File: config.mk
export PLATFORM = sky130hd
export DESIGN_NAME = sgi_fifo
export DESIGN_NICKNAME = d
export VERILOG_FILES = /design/src/hdl/sgi_pkg.sv /design/src/hdl/sgi_fifo.sv
export SDC_FILE = /design/constraint.sdc
export NUM_CORES = 1
export LEC_CHECK = 0
export BUFFER_PORTS_ARGS = -buffer_cell sky130_fd_sc_hd__buf_4
export CORE_MARGIN = 3
export CORE_UTILIZATION = 30
export DETAILED_ROUTE_END_ITERATION = 7
export GPL_TIMING_DRIVEN = 0
export PLACE_DENSITY = 0.51
export SLEW_MARGIN = 20
export SYNTH_ARGS = -nofsm -noshare
export SYNTH_HDL_FRONTEND = slang
export SYNTH_SLANG_ARGS = --single-unit
File: constraint.sdc
create_clock -name clock -period 22.8 [get_ports clock]
set_clock_uncertainty 0.15 [all_clocks]
set_input_delay 2.28 -clock clock [delete_from_list [all_inputs] [get_ports clock]]
set_output_delay 2.28 -clock clock [all_outputs]
set_load 0.1 [all_outputs]
File: src/hdl/sgi_pkg.sv
// Shared widths, types and codes for the segment intersection block.
package sgi_pkg;

   localparam int COORD_BITS = 16;
   localparam int DIFF_BITS  = COORD_BITS + 1;
   localparam int PROD_BITS  = 2 * DIFF_BITS;
   localparam int CROSS_BITS = PROD_BITS + 1;
   localparam int MAG_BITS   = CROSS_BITS - 1;
   localparam int TERM_BITS  = CROSS_BITS + DIFF_BITS;
   localparam int SUM_BITS   = TERM_BITS + 1;
   localparam int NMAG_BITS  = TERM_BITS;
   localparam int REM_BITS   = NMAG_BITS - COORD_BITS;
   localparam int THR_BITS   = 35;

   typedef enum logic [1:0] {
      OUT_CROSSING = 2'd0,
      OUT_PARALLEL = 2'd1,
      OUT_OUTSIDE  = 2'd2
   } outcome_type;

   // one classified transaction handed from the front end to the back end
   typedef struct packed {
      outcome_type                  outcome;
      logic signed [CROSS_BITS-1:0] den;
      logic signed [TERM_BITS-1:0]  px_base;
      logic signed [TERM_BITS-1:0]  px_step;
      logic signed [TERM_BITS-1:0]  py_base;
      logic signed [TERM_BITS-1:0]  py_step;
   } entry_type;

endpackage

File: src/hdl/sgi_fifo.sv
// Two-entry queue between front end and back end.
module sgi_fifo
   import sgi_pkg::*;
(
   input  logic      clock,
   input  logic      reset,
   input  logic      push,
   input  entry_type push_entry,
   input  logic      pop,
   output logic      full,
   output logic      not_empty,
   output entry_type head
);

   entry_type  mem [0:1];
   logic       wr_ptr_ff, rd_ptr_ff;
   logic [1:0] count_ff;
   logic       do_push, do_pop;

   assign full      = (count_ff == 2'd2);
   assign not_empty = (count_ff != 2'd0);
   assign do_push   = push && !full;
   assign do_pop    = pop && not_empty;
   assign head      = mem[rd_ptr_ff];

   always_ff @(posedge clock) begin
      if (do_push) begin
         mem[wr_ptr_ff] <= push_entry;
      end
   end

   always_ff @(posedge clock) begin
      if (reset) begin
         wr_ptr_ff <= 1'b0;
         rd_ptr_ff <= 1'b0;
         count_ff  <= 2'd0;
      end else begin
         if (do_push) wr_ptr_ff <= ~wr_ptr_ff;
         if (do_pop)  rd_ptr_ff <= ~rd_ptr_ff;
         count_ff <= count_ff + {1'b0, do_push} - {1'b0, do_pop};
      end
   end

endmodule

==> impl_metrics.py <==
metrics = {
    "placement": {
        "placed_area_um2": 23000,
        "place_ws_ps": 18200,
        "gp_congestion": 0.746,
        "io_buffers": 495,
        "detailed_place_hpwl_mm": 30.7,
    },
    "outcome": {
        "outcome": "finished, final reports clean",
    },
    "timing": {
        "worst_slew_margin_rel_pct": 66.9,
        "fin_setup_tns_ps": 0,
        "worst_pin_slew_ps": 497,
        "finalSetupViolations": 0,
        "hold_viol": 0,
        "timing.final.crit_period_ps": 4680,
        "final_min_period_over_clock_period_pct": 20.5,
        "grt_setup_unrepaired": "false",
        "max_freq_mhz": 214,
        "timing_max_transition_violations_final": 0,
        "setup_slack_ps": 18120,
    },
    "route": {
        "drtPass1Iterations": 4,
        "detail_route.iter0.violations": 447,
        "antenna_left": 0,
        "drc": 0,
        "avgViaCountPerCell": 4.31,
        "wirelength_mm": 44.0,
        "dr_total_vias": 9298,
        "wire_per_inst_um": 20.4,
    },
    "clock_tree": {
        "clk_pin_slew_ps": 60,
        "post-cts-setup-buffers": 0,
        "clock_sinks": 495,
        "cts_inserted_buffers": 54,
        "cts_max_level": 2,
        "cts_resized": 0,
        "clk_root_buffer_cell": "sky130_fd_sc_hd__clkbuf_16",
        "tritoncts_clock_tree": "built",
        "clock_insertion_delay_worst_skew_ps": 570,
        "clk_path_buf_depth": 3,
        "hold_buffers": 0,
    },
    "layout": {
        "multi_input_area_um2": 3070,
        "stdcell_area_um2": 24600,
        "drive_above_1_share_pct": 61.1,
        "layout.filler_cells": 5427,
        "register_area_um2": 14800,
        "finish.utilization_pct": 41.5,
        "final_nets": 1598,
        "areaGrowthSynthToFinish_pct": 36.0,
    },
    "floorplan": {
        "boundaryPins": 496,
        "placement_rows": 89,
        "dieWidth_um": 252,
        "dieHeight_um": 252,
        "initial_utilization_pct": 30.5,
        "dieArea_um2": 63300,
        "floorplan.core_area_um2": 59400,
    },
    "synth": {
        "mappedNetlistNets": 1039,
        "synth_sequential_area_ratio_pct": 81.9,
        "post_synth_num_cell_types": 21,
        "synth.top_cell.area_share_pct": 81.3,
        "synth.ff_latch_count": 495,
        "asyncSetResetFlopFracSynth_pct": 0,
        "post_synth_inst_count": 788,
        "mappedNetlistArea_um2": 18100,
        "avgSynthCellArea_um2": 23.0,
        "synth.largest_area_cell": "sky130_fd_sc_hd__edfxtp_1",
        "postSynth.topFlopCell": "sky130_fd_sc_hd__edfxtp_1",
        "synthesis_warning_total": 0,
        "cell_with_the_most_instances_after_synthesis": "sky130_fd_sc_hd__edfxtp_1",
        "edff_count_synth": 490,
        "synthTopCellsByArea": "sky130_fd_sc_hd__edfxtp_1 (81%), sky130_fd_sc_hd__mux2_2 (12%), sky130_fd_sc_hd__mux2_4 (4.1%)",
        "synth_commonest_cells": "sky130_fd_sc_hd__edfxtp_1 (490), sky130_fd_sc_hd__mux2_2 (195), sky130_fd_sc_hd__mux2_4 (50), sky130_fd_sc_hd__buf_4 (11), sky130_fd_sc_hd__buf_2 (10)",
    },
    "critical_path": {
        "cp_max_fo": 10,
        "worst_setup_path_start_kind": "flip-flop",
        "ff2ff_path_depth": 6,
        "max_stage_delay_ps": 390,
        "cp.arrival_ps": 2250,
        "type_of_the_worst_setup_path": "reg2out",
        "rrSetupSlack_ps": 20080,
        "worst-endpoint-required_ps": 20370,
        "critical-path-slowest-cell": "sky130_fd_sc_hd__mux2_2",
        "critPathMostFrequentCell": "sky130_fd_sc_hd__buf_4",
        "endpoint_kind": "output port",
        "worstPathCellList": "buf_2 > buf_4 > mux2_2 > buf_4",
    },
    "grt": {
        "grt_antenna_before_repair": 4,
        "grt_remaining_overflow": 0,
        "grt_start_max_net_pins": 82,
        "use_met2_pct": 23.3,
        "overall_routing_resource_usage_pct": 13.4,
        "gr-max-usage-layer": "met2",
        "global_route.usage.met3_pct": 6.16,
        "grt_first_pass_wirelength_mm": 63.5,
        "vias_in_the_first_global_route": 10113,
        "grtUsageMet1_pct": 14.7,
    },
    "power": {
        "total_power_mw": 3.53,
        "ir_worst_vdd_v": 0.0000835,
        "leakage_power_nw": 9.17,
        "power_per_cell_area_nw_per_um2": 144,
    },
    "min_path": {
        "min_delay_path_depth": 2,
        "holdCritPathClass": "reg2reg",
    },
    "job": {
        "drv_cap": 0,
    },
}
==> final cells by class <==
cell class	instances	area share, %
flip-flops and latches	495	60.2
repair buffers	503	16.0
multi-input cells	262	12.5
clock buffers	70	6.00
well taps	773	3.93
plain buffers	27	0.814
clock inverters	21	0.483
inverters	4	0.0915
diodes	2	0.0203
==> power breakdown <==
group	internal [mW]	leakage, nW	total (mW)	switching, mW
combinational	0.369	3.77	1.59	1.22
sequential	1.13	4.62	1.15	0.0207
clock	0.461	0.781	0.796	0.336
==> cells in the final DEF (no fill, tap or decap), types with 3 or more instances in the layout <==
cell type	n
sky130_fd_sc_hd__edfxtp_1	490
sky130_fd_sc_hd__dfxtp_1	5
sky130_fd_sc_hd__clkinv_2	8
sky130_fd_sc_hd__clkbuf_1	13
sky130_fd_sc_hd__buf_16	8
sky130_fd_sc_hd__buf_4	506
sky130_fd_sc_hd__buf_6	6
sky130_fd_sc_hd__clkbuf_16	57
sky130_fd_sc_hd__clkinv_1	11
sky130_fd_sc_hd__nor2_1	3
sky130_fd_sc_hd__inv_1	3
sky130_fd_sc_hd__buf_2	10
sky130_fd_sc_hd__mux2_2	195
sky130_fd_sc_hd__mux2_4	50
==> per-layer routing <==
metal | vias to the layer above | wire (µm)
met3 | 69 | 4500
met1 | 4650 | 16300
met4 | 4 | 869
met2 | 303 | 22300
li1 | 4272 | -
met5 | - | 31
==> sequential cells by signal (all words and copies together) (netlist names), named ones only <==
register,flops
wr_ptr_ff,1
count_ff,2
mem,490
rd_ptr_ff,1
==> worst max-delay path, delay by kind of cell, from the launching register on <==
family                 cells  cell delay (ps)
multiplexers               1              390
flip-flops                 1              320
buffers and inverters      3              930
==> through the flow <==
| step | hold slack, ps | std cells |
|---|---|---|
| finish | 334 | 2157 |
| global route | 383 | 2155 |
| CTS | 340 | 2155 |
| detailed placement | 332 | 2064 |
| global placement | 346 | 2056 |
| floorplan | 302 | 788 |
==> cells by family after synthesis <==
kind of cell | Yosys count | share of synthesized area [%]
buf+inv | 31 | 1.19
compound gates | 3 | 0.0968
fa+ha+maj | 2 | 0.138
flops | 495 | 81.9
xor+xnor | 3 | 0.145
simple gates | 9 | 0.256
mux | 245 | 16.3
==> path summary, 6_finish.rpt <==
| check | from | endpoint |
|---|---|---|
| worst max-delay path | flip-flop | head[164] |
| worst min-delay path | wr_ptr_ff | wr_ptr_ff |
| worst max register to register | count_ff[0] | mem[0][206] |
| worst min register to register | wr_ptr_ff | wr_ptr_ff |
Note: power is estimated with default switching activity, not from simulation.
